<file path="src/hw/rtl/lbc_pkg.sv">
`timescale 1ns / 1ps
// Shared types, codes and constants of the LED blink controller.
// No dependencies; the other files of the block, but for lbc_stream_if, refer to it by scoped names.
package lbc_pkg;

    localparam int LED_COUNT_DEF  = 8;
    localparam int ERR_LED_DEF    = 0;
    localparam int SYS_LED_DEF    = 1;
    localparam int YELLOW_LED_DEF = 2;

    // Lines 0..2 form the red/green/yellow group in dual mode.
    localparam logic [7:0] RGY_GROUP = 8'h07;

    localparam logic [15:0] FLASH_PERIOD_RST     = 16'd500;
    localparam logic [15:0] ERROR_PERIOD_RST     = 16'd200;
    localparam logic [3:0]  ERROR_IDLE_STEPS_RST = 4'd4;

    localparam int CFG_DATA_W  = 16;
    localparam int CFG_INDEX_W = 3;

    typedef enum logic [2:0] {
        MODE_ON     = 3'd0,
        MODE_OFF    = 3'd1,
        MODE_INVERT = 3'd2,
        MODE_FLASH  = 3'd3,
        MODE_CODE   = 3'd4,
        MODE_TICK   = 3'd5
    } mode_t;

    typedef enum logic [CFG_INDEX_W-1:0] {
        CFG_COMBINE_MASK     = 3'd0,
        CFG_FLASH_PERIOD     = 3'd1,
        CFG_ERROR_PERIOD     = 3'd2,
        CFG_ERROR_IDLE_STEPS = 3'd3,
        CFG_DUAL_MODE        = 3'd4
    } cfg_index_t;

    typedef struct packed {
        logic [2:0] mode;
        logic [2:0] led_index;
        logic [3:0] error_code;
    } cmd_t;

    typedef struct packed {
        logic [7:0] led_levels;
        logic [7:0] led_changed;
    } res_t;

    // Handshake status passed from the result register to the command register.
    typedef struct packed {
        logic free;
    } out_status_t;

    // Strobe and command passed from the command register to the state unit.
    typedef struct packed {
        logic advance;
        cmd_t cmd;
    } step_t;

endpackage

</file>
<file path="src/hw/rtl/lbc_stream_if.sv">
`timescale 1ns / 1ps
// Valid/ready channel used for the command and result streams.
// The payload type is set per instance from the types in lbc_pkg.
interface lbc_stream_if #(
    parameter type payload_t = logic
);
    logic     valid;
    logic     ready;
    payload_t payload;

    modport source (output valid, output payload, input ready);
    modport sink   (input valid, input payload, output ready);
endinterface

</file>
<file path="src/hw/rtl/lbc_cmd_reg.sv">
`timescale 1ns / 1ps
// Command register: holds one accepted command until the state unit takes it.
// Depends on lbc_pkg and lbc_stream_if.
module lbc_cmd_reg (
    input  logic                clk,
    input  logic                rst_n,
    lbc_stream_if.sink          cmd,
    input  lbc_pkg::out_status_t status,
    output lbc_pkg::step_t      step
);
    logic         valid_reg;
    logic         valid_next;
    lbc_pkg::cmd_t cmd_reg;
    logic         advance;

    assign advance   = valid_reg && status.free;
    assign cmd.ready = !valid_reg || status.free;

    always_comb
    begin
        valid_next = valid_reg;
        if (cmd.valid && cmd.ready)
        begin
            valid_next = 1'b1;
        end
        else if (advance)
        begin
            valid_next = 1'b0;
        end
    end

    always_ff @(posedge clk or negedge rst_n)
    begin
        if (!rst_n)
        begin
            valid_reg <= 1'b0;
        end
        else
        begin
            valid_reg <= valid_next;
        end
    end

    always_ff @(posedge clk)
    begin
        if (cmd.valid && cmd.ready)
        begin
            cmd_reg <= cmd.payload;
        end
    end

    assign step.advance = advance;
    assign step.cmd     = cmd_reg;
endmodule

</file>
<file path="src/hw/rtl/lbc_state.sv">
`timescale 1ns / 1ps
// LED marks, driven levels, error pattern and countdowns, plus the register file.
// Depends on lbc_pkg.
module lbc_state #(
    parameter int LED_COUNT  = lbc_pkg::LED_COUNT_DEF,
    parameter int ERR_LED    = lbc_pkg::ERR_LED_DEF,
    parameter int SYS_LED    = lbc_pkg::SYS_LED_DEF,
    parameter int YELLOW_LED = lbc_pkg::YELLOW_LED_DEF
) (
    input  logic                              clk,
    input  logic                              rst_n,
    input  logic                              cfg_we,
    input  logic [lbc_pkg::CFG_INDEX_W-1:0]   cfg_index,
    input  logic [lbc_pkg::CFG_DATA_W-1:0]    cfg_data,
    input  lbc_pkg::step_t                    step,
    output lbc_pkg::res_t                     result
);
    localparam logic [3:0] LED_COUNT_W = 4'(LED_COUNT);
    localparam logic [7:0] LINE_MASK   = 8'((1 << LED_COUNT) - 1);
    localparam logic [2:0] ERR_IDX     = 3'(ERR_LED);
    localparam logic [2:0] SYS_IDX     = 3'(SYS_LED);
    localparam logic [2:0] YEL_IDX     = 3'(YELLOW_LED);
    localparam logic [7:0] ERR_BIT     = 8'd1 << ERR_IDX;
    localparam logic [7:0] SYS_BIT     = 8'd1 << SYS_IDX;

    logic [7:0]  combine_reg;
    logic [15:0] flash_period_reg;
    logic [15:0] error_period_reg;
    logic [3:0]  idle_steps_reg;
    logic        dual_reg;

    logic [7:0]  on_reg, on_next;
    logic [7:0]  flash_reg, flash_next;
    logic [7:0]  drv_reg, drv_next;
    logic [3:0]  code_reg, code_next;
    logic [5:0]  blink_reg, blink_next;
    logic [15:0] fcd_reg, fcd_next;
    logic [15:0] ecd_reg, ecd_next;

    logic [2:0]  line;
    logic [7:0]  bit_sel;
    logic [7:0]  others;
    logic        yellow;
    logic [5:0]  blink_limit;
    logic [5:0]  blink_inc;
    logic [15:0] flash_reload;
    logic [15:0] error_reload;

    always_ff @(posedge clk or negedge rst_n)
    begin
        if (!rst_n)
        begin
            combine_reg      <= '0;
            flash_period_reg <= lbc_pkg::FLASH_PERIOD_RST;
            error_period_reg <= lbc_pkg::ERROR_PERIOD_RST;
            idle_steps_reg   <= lbc_pkg::ERROR_IDLE_STEPS_RST;
            dual_reg         <= 1'b0;
        end
        else if (cfg_we)
        begin
            unique case (cfg_index)
                lbc_pkg::CFG_COMBINE_MASK:     combine_reg      <= cfg_data[7:0];
                lbc_pkg::CFG_FLASH_PERIOD:     flash_period_reg <= cfg_data;
                lbc_pkg::CFG_ERROR_PERIOD:     error_period_reg <= cfg_data;
                lbc_pkg::CFG_ERROR_IDLE_STEPS: idle_steps_reg   <= cfg_data[3:0];
                lbc_pkg::CFG_DUAL_MODE:        dual_reg         <= cfg_data[0];
                default:
                begin
                end
            endcase
        end
    end

    // A period of zero behaves as a period of one.
    assign flash_reload = (flash_period_reg == 16'd0) ? 16'd0 : flash_period_reg - 16'd1;
    assign error_reload = (error_period_reg == 16'd0) ? 16'd0 : error_period_reg - 16'd1;

    assign line    = step.cmd.led_index;
    assign bit_sel = 8'd1 << line;
    assign others  = combine_reg & ~bit_sel;
    assign yellow  = dual_reg && (line == YEL_IDX);

    // The pattern ends after the idle steps and 2*code pulse edges.
    assign blink_limit = {2'b00, idle_steps_reg} + {1'b0, code_reg, 1'b0} - 6'd1;
    assign blink_inc   = blink_reg + 6'd1;

    always_comb
    begin
        on_next    = on_reg;
        flash_next = flash_reg;
        drv_next   = drv_reg;
        code_next  = code_reg;
        blink_next = blink_reg;
        fcd_next   = fcd_reg;
        ecd_next   = ecd_reg;

        case (step.cmd.mode) inside
            lbc_pkg::MODE_ON, lbc_pkg::MODE_OFF, lbc_pkg::MODE_INVERT, lbc_pkg::MODE_FLASH:
            begin
                if ({1'b0, line} < LED_COUNT_W)
                begin
                    if (combine_reg[line])
                    begin
                        on_next    = on_next & ~others;
                        flash_next = flash_next & ~others;
                        if (combine_reg[ERR_IDX])
                        begin
                            code_next  = 4'd0;
                            blink_next = 6'd0;
                        end
                    end
                    if (line == ERR_IDX)
                    begin
                        code_next  = 4'd0;
                        blink_next = 6'd0;
                    end
                    if (dual_reg)
                    begin
                        if (step.cmd.mode == lbc_pkg::MODE_ON ||
                            step.cmd.mode == lbc_pkg::MODE_OFF)
                        begin
                            on_next = on_next & ~lbc_pkg::RGY_GROUP;
                        end
                        else
                        begin
                            on_next = on_next & ~(lbc_pkg::RGY_GROUP & ~bit_sel);
                        end
                        flash_next = flash_next & ~lbc_pkg::RGY_GROUP;
                    end
                    case (step.cmd.mode)
                        lbc_pkg::MODE_ON:
                        begin
                            if (yellow)
                            begin
                                on_next = on_next | ERR_BIT | SYS_BIT;
                            end
                            else
                            begin
                                on_next    = on_next | bit_sel;
                                flash_next = flash_next & ~bit_sel;
                            end
                        end
                        lbc_pkg::MODE_OFF:
                        begin
                            if (yellow)
                            begin
                                on_next = on_next & ~(ERR_BIT | SYS_BIT);
                            end
                            else
                            begin
                                on_next    = on_next & ~bit_sel;
                                flash_next = flash_next & ~bit_sel;
                            end
                        end
                        lbc_pkg::MODE_INVERT:
                        begin
                            if (yellow)
                            begin
                                on_next = on_next ^ (ERR_BIT | SYS_BIT);
                            end
                            else
                            begin
                                on_next    = on_next ^ bit_sel;
                                flash_next = flash_next & ~bit_sel;
                            end
                        end
                        default:
                        begin
                            if (yellow)
                            begin
                                flash_next = flash_next | ERR_BIT | SYS_BIT;
                            end
                            else
                            begin
                                on_next    = on_next & ~bit_sel;
                                flash_next = flash_next | bit_sel;
                            end
                        end
                    endcase
                end
            end
            lbc_pkg::MODE_CODE:
            begin
                if (step.cmd.error_code != code_reg)
                begin
                    if (step.cmd.error_code != 4'd0)
                    begin
                        if (combine_reg[ERR_IDX])
                        begin
                            on_next    = on_next & ~(combine_reg & ~ERR_BIT);
                            flash_next = flash_next & ~(combine_reg & ~ERR_BIT);
                        end
                        if (dual_reg)
                        begin
                            on_next    = on_next & ~lbc_pkg::RGY_GROUP;
                            flash_next = flash_next & ~lbc_pkg::RGY_GROUP;
                        end
                        else
                        begin
                            on_next    = on_next & ~ERR_BIT;
                            flash_next = flash_next & ~ERR_BIT;
                        end
                    end
                    code_next  = step.cmd.error_code;
                    blink_next = 6'd0;
                end
            end
            lbc_pkg::MODE_TICK:
            begin
                // Error pattern step first; the countdown holds at zero with no code.
                if (ecd_reg == 16'd0)
                begin
                    if (code_reg != 4'd0)
                    begin
                        ecd_next = error_reload;
                        if (blink_reg < {2'b00, idle_steps_reg})
                        begin
                            on_next = on_next & ~ERR_BIT;
                        end
                        else
                        begin
                            on_next = on_next ^ ERR_BIT;
                        end
                        blink_next = (blink_inc > blink_limit) ? 6'd0 : blink_inc;
                        drv_next   = (drv_next & ~ERR_BIT) | (on_next & ERR_BIT);
                    end
                end
                else
                begin
                    ecd_next = ecd_reg - 16'd1;
                end

                if (fcd_reg == 16'd0)
                begin
                    fcd_next = flash_reload;
                    drv_next = ((drv_next ^ flash_next) & flash_next) | on_next;
                end
                else
                begin
                    fcd_next = fcd_reg - 16'd1;
                end
            end
            default:
            begin
            end
        endcase

        on_next    = on_next & LINE_MASK;
        flash_next = flash_next & LINE_MASK;
        drv_next   = drv_next & LINE_MASK;
    end

    always_ff @(posedge clk or negedge rst_n)
    begin
        if (!rst_n)
        begin
            on_reg    <= '0;
            flash_reg <= SYS_BIT & LINE_MASK;
            drv_reg   <= '0;
            code_reg  <= '0;
            blink_reg <= '0;
            fcd_reg   <= '0;
            ecd_reg   <= '0;
        end
        else if (step.advance)
        begin
            on_reg    <= on_next;
            flash_reg <= flash_next;
            drv_reg   <= drv_next;
            code_reg  <= code_next;
            blink_reg <= blink_next;
            fcd_reg   <= fcd_next;
            ecd_reg   <= ecd_next;
        end
    end

    assign result.led_levels  = drv_next;
    assign result.led_changed = drv_reg ^ drv_next;
endmodule

</file>
<file path="src/hw/rtl/lbc_res_reg.sv">
`timescale 1ns / 1ps
// Result register: holds one result until the downstream side takes it.
// Depends on lbc_pkg and lbc_stream_if.
module lbc_res_reg (
    input  logic                 clk,
    input  logic                 rst_n,
    input  logic                 load,
    input  lbc_pkg::res_t        result,
    output lbc_pkg::out_status_t status,
    lbc_stream_if.source         res
);
    logic          valid_reg;
    logic          valid_next;
    lbc_pkg::res_t res_reg;

    assign status.free = !valid_reg || res.ready;

    always_comb
    begin
        valid_next = valid_reg;
        if (load)
        begin
            valid_next = 1'b1;
        end
        else if (res.ready)
        begin
            valid_next = 1'b0;
        end
    end

    always_ff @(posedge clk or negedge rst_n)
    begin
        if (!rst_n)
        begin
            valid_reg <= 1'b0;
        end
        else
        begin
            valid_reg <= valid_next;
        end
    end

    always_ff @(posedge clk)
    begin
        if (load)
        begin
            res_reg <= result;
        end
    end

    assign res.valid   = valid_reg;
    assign res.payload = res_reg;
endmodule

</file>
<file path="src/hw/rtl/led_blink_controller_top.sv">
`timescale 1ns / 1ps
// Top level of the LED blink controller: command register, state unit, result register.
// Depends on lbc_pkg, lbc_stream_if, lbc_cmd_reg, lbc_state and lbc_res_reg.
//
//   Channel  Direction  Handshake      Payload
//   cmd      in         valid/ready    mode, led_index, error_code
//   res      out        valid/ready    led_levels, led_changed
//   cfg      in         cfg_we only    cfg_index, cfg_data (16 bits)
//
// Every command yields exactly one result. A transfer on cmd lands in the command
// register; once the result register has room, the state unit updates all marks, levels
// and countdowns in a single pass and the result register captures the outcome on the
// same edge, so one command per cycle is sustained while res takes every result.
// Reset (rst_n low, asynchronous) restores the register defaults and clears all
// LED state except the flash mark of the system LED.
// A stalled res channel holds its result; cmd keeps taking one more transfer
// into the command register, then stalls until the result is taken.
module led_blink_controller_top #(
    parameter int LED_COUNT  = lbc_pkg::LED_COUNT_DEF,
    parameter int ERR_LED    = lbc_pkg::ERR_LED_DEF,
    parameter int SYS_LED    = lbc_pkg::SYS_LED_DEF,
    parameter int YELLOW_LED = lbc_pkg::YELLOW_LED_DEF
) (
    input  logic                            clk,
    input  logic                            rst_n,
    input  logic                            cfg_we,
    input  logic [lbc_pkg::CFG_INDEX_W-1:0] cfg_index,
    input  logic [lbc_pkg::CFG_DATA_W-1:0]  cfg_data,
    lbc_stream_if.sink                      cmd,
    lbc_stream_if.source                    res
);
    // Free slot in the result register, fed back to the command register.
    lbc_pkg::out_status_t status;
    // Command handed to the state unit and the strobe that commits it.
    lbc_pkg::step_t       step;
    // Combinational outcome of the committed command.
    lbc_pkg::res_t        result;

    lbc_cmd_reg u_cmd_reg (
        .clk    (clk),
        .rst_n  (rst_n),
        .cmd    (cmd),
        .status (status),
        .step   (step)
    );

    lbc_state #(
        .LED_COUNT  (LED_COUNT),
        .ERR_LED    (ERR_LED),
        .SYS_LED    (SYS_LED),
        .YELLOW_LED (YELLOW_LED)
    ) u_state (
        .clk       (clk),
        .rst_n     (rst_n),
        .cfg_we    (cfg_we),
        .cfg_index (cfg_index),
        .cfg_data  (cfg_data),
        .step      (step),
        .result    (result)
    );

    // The result register loads on the same edge that commits the state update.
    lbc_res_reg u_res_reg (
        .clk    (clk),
        .rst_n  (rst_n),
        .load   (step.advance),
        .result (result),
        .status (status),
        .res    (res)
    );
endmodule

</file>
<file path="src/flat_wrapper.sv">
// flat-port wrapper written by rule: the top's interface ports become plain ports
module led_blink_controller_top_flat 
#(
    parameter int LED_COUNT  = lbc_pkg::LED_COUNT_DEF,
    parameter int ERR_LED    = lbc_pkg::ERR_LED_DEF,
    parameter int SYS_LED    = lbc_pkg::SYS_LED_DEF,
    parameter int YELLOW_LED = lbc_pkg::YELLOW_LED_DEF
)
  (clk, rst_n, cfg_we, cfg_index, cfg_data, cmd_valid, cmd_payload, cmd_ready, res_valid, res_payload, res_ready);
  lbc_stream_if #(.payload_t(lbc_pkg::cmd_t)) cmd_i ();
  lbc_stream_if #(.payload_t(lbc_pkg::res_t)) res_i ();
  input  logic clk;
  input  logic rst_n;
  input  logic cfg_we;
  input  logic [lbc_pkg::CFG_INDEX_W-1:0] cfg_index;
  input  logic [lbc_pkg::CFG_DATA_W-1:0] cfg_data;
  input wire logic [$bits(cmd_i.valid)-1:0] cmd_valid;
  input wire logic [$bits(cmd_i.payload)-1:0] cmd_payload;
  output wire logic [$bits(cmd_i.ready)-1:0] cmd_ready;
  output wire logic [$bits(res_i.valid)-1:0] res_valid;
  output wire logic [$bits(res_i.payload)-1:0] res_payload;
  input wire logic [$bits(res_i.ready)-1:0] res_ready;
  assign cmd_i.valid = cmd_valid;
  assign cmd_i.payload = cmd_payload;
  assign cmd_ready = cmd_i.ready;
  assign res_valid = res_i.valid;
  assign res_payload = res_i.payload;
  assign res_i.ready = res_ready;
  led_blink_controller_top #(.LED_COUNT(LED_COUNT), .ERR_LED(ERR_LED), .SYS_LED(SYS_LED), .YELLOW_LED(YELLOW_LED)) u_core (.clk(clk), .rst_n(rst_n), .cfg_we(cfg_we), .cfg_index(cfg_index), .cfg_data(cfg_data), .cmd(cmd_i), .res(res_i));
endmodule
</file>
<file path="config.mk">
export PLATFORM = sky130hd
export DESIGN_NAME = led_blink_controller_top_flat
export DESIGN_NICKNAME = d
export VERILOG_FILES = /design/src/hw/rtl/lbc_pkg.sv /design/src/hw/rtl/lbc_stream_if.sv /design/src/hw/rtl/lbc_cmd_reg.sv /design/src/hw/rtl/lbc_state.sv /design/src/hw/rtl/lbc_res_reg.sv /design/src/hw/rtl/led_blink_controller_top.sv /design/src/flat_wrapper.sv
export SDC_FILE = /design/constraint.sdc
export NUM_CORES = 1
export LEC_CHECK = 0
export BUFFER_PORTS_ARGS = -buffer_cell sky130_fd_sc_hd__buf_2
export CORE_MARGIN = 10
export CORE_UTILIZATION = 55
export CTS_CLUSTER_DIAMETER = 50
export DETAILED_ROUTE_END_ITERATION = 10
export GPL_TIMING_DRIVEN = 0
export PLACE_DENSITY_LB_ADDON = 0.05
export SETUP_SLACK_MARGIN = 0.3
export SKIP_LAST_GASP = 1
export SLEW_MARGIN = 20
export SYNTH_ARGS = -nofsm -noshare
export SYNTH_HDL_FRONTEND = slang
export SYNTH_HIERARCHICAL = 1
export SYNTH_SLANG_ARGS = --single-unit
</file>
<file path="constraint.sdc">
create_clock -name clk -period 2.95 [get_ports clk]
set_input_delay 0.1475 -clock clk [delete_from_list [all_inputs] [get_ports clk]]
set_output_delay 0.1475 -clock clk [all_outputs]
set_load 0.1 [all_outputs]
</file>
==> results of run 1 <==
placed cells by master (no fill, tap or decap), drive strengths merged, types with 5 or more instances in the layout:
cell / n
dfrtp: 102
buf: 96
o21ai: 78
nand2: 75
inv: 53
clkbuf: 48
mux2: 43
a21oi: 41
nor2: 39
ha: 38
nor3: 37
edfxtp: 26
xnor2: 25
dlygate4sd3: 21
a211oi: 19
nor2b: 18
o31ai: 17
nand2b: 17
nand3: 16
nor4: 14
dfstp: 11
or3: 11
and2: 11
xor2: 9
a31oi: 9
nand3b: 8
or4: 8
a22o: 7
o21a: 7
and3: 5
nand4: 5
a21o: 5
mux2i: 5
o22ai: 5
or2: 5
power breakdown:
part	total [uW]	switching, uW	internal [uW]
Sequential	2920	529	2390
Combinational	2900	1600	1300
Clock	2280	824	1460
Total	8100	2960	5140
worst max path at each step:
stage / cells past startpoint / to
global route: 13 / u_core/u_state/on_reg[4]
detailed placement: 15 / u_core/u_state/blink_reg[0]
floorplan: 15 / u_core/u_state/blink_reg[0]
global placement: 15 / u_core/u_state/blink_reg[0]
finish: 12 / u_core/u_state/on_reg[1]
CTS: 13 / u_core/u_state/blink_reg[0]
per-layer routing:
metal | part of all wire (%) | up-vias
li1 | - | 3385
met1 | 42 | 3688
met2 | 49 | 356
met3 | 6.6 | 45
met4 | 2.4 | 0
met5 | 0 | -
layout make-up:
type | instances | area (um2)
Fill cell | 1060 | 4180
Inverter | 52 | 195
Tap cell | 184 | 230
Buffer | 33 | 193
Clock buffer | 23 | 500
Multi-Input combinational cell | 630 | 4810
Clock inverter | 9 | 131
Sequential cell | 139 | 3630
Timing Repair Buffer | 110 | 826
per-stage QoR:
| stage | TNS [ns] | cells | hold WS [ns] | setup WS [ns] | power, uW |
|---|---|---|---|---|---|
| floorplan | 0 | 854 | -0.148 | 0.0533 | 4610 |
| global placement | -0.484 | 1089 | 0.326 | -0.152 | 5090 |
| detailed placement | -1.22 | 1090 | 0.0574 | -0.260 | 5250 |
| CTS | -0.511 | 1168 | 0.0117 | -0.112 | 7870 |
| global route | -2.51 | 1180 | 0.00728 | -0.262 | 8520 |
| finish | -1.44 | 1180 | 0.0310 | -0.193 | 8100 |
critical path, stage by stage, from the launching register on:
cell and delay, ns:
edfxtp_1 0.50, mux2_4 0.34, mux4_2 0.50, or2_1 0.26
buf_6 0.14, buf_6 0.13, buf_4 0.13, a21oi_2 0.12
o21a_1 0.15, ha_1 0.23, mux2_4 0.28, a31oi_4 0.15
a22o_1 0.14
what timing repair did:
item,in CTS,in global routing
gates resized for setup,55,49
cloned,1,0
hold buffers,21,0
pin swaps,30,46
setup buffers,24,12
setup endpoints to repair,62,56
endpoints found under the hold margin,59,0
cell families after synthesis:
family	synth area share, %
xor+xnor	3.57
compound gates	17.9
mux	6.67
simple gates	18.5
buf+inv	4.06
flops	43.4
fa+ha+maj	5.94
==> impl_metrics.ini, run 1 <==
[run_status]
status = finished, violations left
violations = negative setup slack

[final_layout]
finalNetCount = 1056
antennaDiodeCount = 0
syn2layout_area_growth_pct = 26.0
final_area_um2 = 10500
final_util_pct = 71.6
drive_gt1_share_pct = 28.0

[detailed_routing]
routed_wl_mm = 23.8
dr.pass1.iters = 5
via_per_inst = 6.33
wl_per_cell_um = 20.2
drtIter0Drc = 668
drc = 0
ant_nets = 0
vias = 7474

[grt]
grt_usage_pct = 23.1
grt_pass1_wl_mm = 37.9
grt_use_met3_pct = 4.44
antenna_found_initial = 0
met1_usage_pct = 29.2
grt_pass1_vias = 7388
grt_overflow = 0
grt-busiest-layer = met2
grt_max_degree = 82
grt_use_met2_pct = 38.3

[hold_path]
holdPathEnd = u_core/u_state/error_period_reg[7]
hold_path_depth = 2
worstHoldStart = cfg_data[7]
hold_path_class = input port to flop

[worst_setup_path]
arrival_ns = 3.50
r2r_cells = 12
critical_path_class = flop to flop
crit_path_start_kind = flop
path_max_fanout = 5
critPathRequiredTime_ns = 3.31
r2r-start = u_core/u_cmd_reg/step[5]
startpoint = u_core/u_cmd_reg/step[5]
worstReg2RegEnd = u_core/u_state/on_reg[1]
reg2reg_slack_ns = -0.19
critPathCaptureType = flop

[timing]
timing.fmax_ghz = 0.318
rsz0062_at_grt = yes
fin_skew_ns = 0.0106
finalMaxSlewViolations = 0
finalSetupViolCount = 12
period_needed_ns = 3.14
finalCritPeriodShare_pct = 107
worst_pin_slew_ns = 0.827
worst_slack_ns = -0.193
slew-limit-headroom_pct = 44.7
hold_violations = 0

[clocking]
cts-root-buf = clkbuf_16
cts_tree = done
clk_pin_slew_worst_paths_ns = 0.06
ctsLongestPathBuffers = 2
insertion_delay_ns = 0.42
numCtsBuffers = 17
htree_levels = 4
clock_sinks = 139

[power]
power_leakage_uw = 0.00430
max-vdd-ir-drop_mv = 0.448
power_density_nw_per_um2 = 770

[synthesis]
synth_edf_count = 26
yosysMostFrequentCell = dfrtp_1
synthCells = 854
synth_seq_area_share_pct = 43.4
ys_seq_elements = 139
synth_warnings = 6
syn_area_um2 = 8350
yosysTopAreaCell = dfrtp_1
synth_ff_type = dfrtp_1
synth_nets = 927
yosysTopAreaCellShare_pct = 30.6
netlist_top_cells_count = dfrtp_1, nand2_1, o21ai_0
post_synth.cell_area_avg_um2 = 9.78
yosys-top-cells-area = dfrtp_1, edfxtp_1, mux2_2
yosysUniqueCellTypes = 77
ys_async_sr_fraction_pct = 81.3

[placed_design]
numPortBuffers = 51
placed_cell_area_um2 = 8930
dp_hpwl_mm = 16.1
gp_congestion = 0.893

[die]
die_w_um = 143
ioPinCount = 52
die-area_um2 = 20500
rows = 44
die_y_um = 143
start_util_pct = 56.8
core_region_area_um2 = 14700

[run]
maxCapViolations = 0
Power figures use the tool's default switching activity.
==> run 2: changes to the inputs <==
Settings changed: RECOVER_POWER set to 25.
==> run 2 against run 1 <==
  * The run ends with max-capacitance violations, max-slew violations, negative setup slack left
  * Clock skew shrank 0.00085 ns
  * Utilization down 0.11 points
  * Sequential share of layout area up 0.054 points
  * Non-clock buffer count did not move
  * Hold slack worse by 0.0020 ns
  * Clock power barely moved
  * Maximum frequency is 0.11% higher
  * Die area did not move
  * Clock-buffer cell count is the same
  * Flip-flop and latch count stayed put
  * First-iteration DRC count up 1.2%
  * Critical path type unchanged
==> impl_metrics.ini, run 2 (synthesis gave the netlist of run 1 again) <==
[final_layout]
mostFrequentLayoutCells = dfrtp_1, nand2_1, o21ai_0
syn2layout_area_growth_pct = 25.8
mostFrequentLayoutCell = dfrtp_1
drive_gt1_share_pct = 27.7
final_area_um2 = 10500
antennaDiodeCount = 0
final.fill_count = 1064
finalNetCount = 1056

[power]
power.total_uw = 8090
max-vdd-ir-drop_mv = 0.445
power_leakage_uw = 0.00429
power_density_nw_per_um2 = 770

[detailed_routing]
dr.pass1.iters = 5
routed_wl_mm = 23.8
vias = 7477
wl_per_cell_um = 20.1
via_per_inst = 6.34
ant_nets = 0
drtIter0Drc = 676
drc = 0

[timing]
slew-limit-headroom_pct = -26.7
timing.fmax_ghz = 0.318
finalMaxSlewViolations = 33
whs_ns = 0.0290
period_needed_ns = 3.14
finalCritPeriodShare_pct = 106
worst_slack_ns = -0.190
fin_skew_ns = 0.00978
finalSetupViolCount = 12
worst_pin_slew_ns = 1.90
hold_violations = 0
rsz0062_at_grt = yes

[grt]
antenna_found_initial = 0
grt_pass1_vias = 7388
grt_usage_pct = 23.1
grt_overflow = 0
grt_pass1_wl_mm = 37.9
grt_max_degree = 82

[run_status]
violations = max-capacitance violations, max-slew violations, negative setup slack
status = finished, violations left

[placed_design]
dp_hpwl_mm = 16.1
placed_cell_area_um2 = 8930
gp_congestion = 0.893
numPortBuffers = 51

[run]
maxCapViolations = 1

[clocking]
cts_tree = done
numCtsBuffers = 17
htree_levels = 4
insertion_delay_ns = 0.43
clock_sinks = 139
cts-root-buf = clkbuf_16
clk_pin_slew_worst_paths_ns = 0.06
ctsLongestPathBuffers = 2

[die]
core_region_area_um2 = 14700
ioPinCount = 52
die_w_um = 143
die-area_um2 = 20500
die_y_um = 143
start_util_pct = 56.8
rows = 44

[worst_setup_path]
critPathCaptureType = flop
arrival_ns = 3.50
path_max_fanout = 5
critPathRequiredTime_ns = 3.31
crit_path_start_kind = flop
critical_path_class = flop to flop

[hold_path]
hold_path_class = input port to flop
## run 2: cell types whose count changed in the layout (fill, tap and decap cells not counted)
cell / change
buf_6: -1
clkbuf_1: +2
buf_2: -1
nand2b_1: +1
nand2b_4: -1
## run 2: timing repair
action | in CTS | in global routing
setup endpoints to repair | 62 | 56
pin swaps | 30 | 46
resized for setup | 55 | 49
endpoints found under the hold margin | 59 | 0
hold buffers | 21 | 0
setup buffers | 24 | 12
gates cloned | 1 | 0
## run 2: area by class of cell
type                    count  area [um2]  area share, %
clock buffers              23         500           4.77
multi-input cells         630        4800           45.8
inverters                  52         195           1.86
repair buffers            110         817           7.78
clock inverters             9         131           1.25
well taps                 184         230           2.19
flip-flops and latches    139        3630           34.6
plain buffers              33         193           1.83
## run 2: per-layer routing
layer	GRT usage, %	routed length [um]	up-vias	share of wire [%]
li1	-	-	3388	-
met5	0	0	-	0
met2	38.3	11700	332	49
met3	4.44	1510	61	6.4
met1	29.2	9910	3696	42
met4	9.39	649	0	2.7
## run 2: worst paths after layout
kind | startpoint | endpoint | slack, ns | depth (start not counted)
min | cfg_data[7] | u_core/u_state/error_period_reg[7] | 0.03 | 2
max in group asynchronous | rst_n | u_core/u_res_reg/res.valid | 0.96 | 3
min in group asynchronous | rst_n | u_core/u_state/fcd_reg[13] | 0.79 | 2
max | u_core/u_cmd_reg/step[5] | u_core/u_state/on_reg[1] | -0.19 | 13
min reg2reg | u_core/u_state/flash_reg[0] | u_core/u_state/flash_reg[0] | 0.50 | 2
max reg2reg | u_core/u_cmd_reg/step[5] | u_core/u_state/on_reg[1] | -0.19 | 13
## run 2: where the power goes
part / leakage (uW) / total [uW] / internal (uW) / switching (uW)
Sequential: 0.00167 / 2920 / 2390 / 527
Clock: 0.000308 / 2280 / 1460 / 825
Combinational: 0.00231 / 2890 / 1290 / 1600
Total: 0.00429 / 8090 / 5140 / 2950
## run 2: stage by stage
step | TNS (ns) | util [%] | cells | worst slack [ns]
2_1_floorplan | 0 | - | 854 | 0.0533
3_3_place_gp | -0.484 | 60.5 | 1089 | -0.152
3_5_place_dp | -1.22 | 60.7 | 1090 | -0.260
4_1_cts | -0.511 | 69.5 | 1168 | -0.112
5_1_grt | -2.51 | 71.4 | 1180 | -0.262
6_report | -1.45 | 71.4 | 1180 | -0.190
## run 2: critical path, stage by stage (launching register included)
cell and delay, ns:
edfxtp_1 0.50, mux2_4 0.34, mux4_2 0.50, or2_1 0.26
buf_6 0.14, buf_6 0.13, buf_4 0.13, a21oi_2 0.12
o21a_1 0.14, inv_1 0.05, ha_1 0.18, mux2_4 0.29
a31oi_4 0.15, a22o_1 0.14
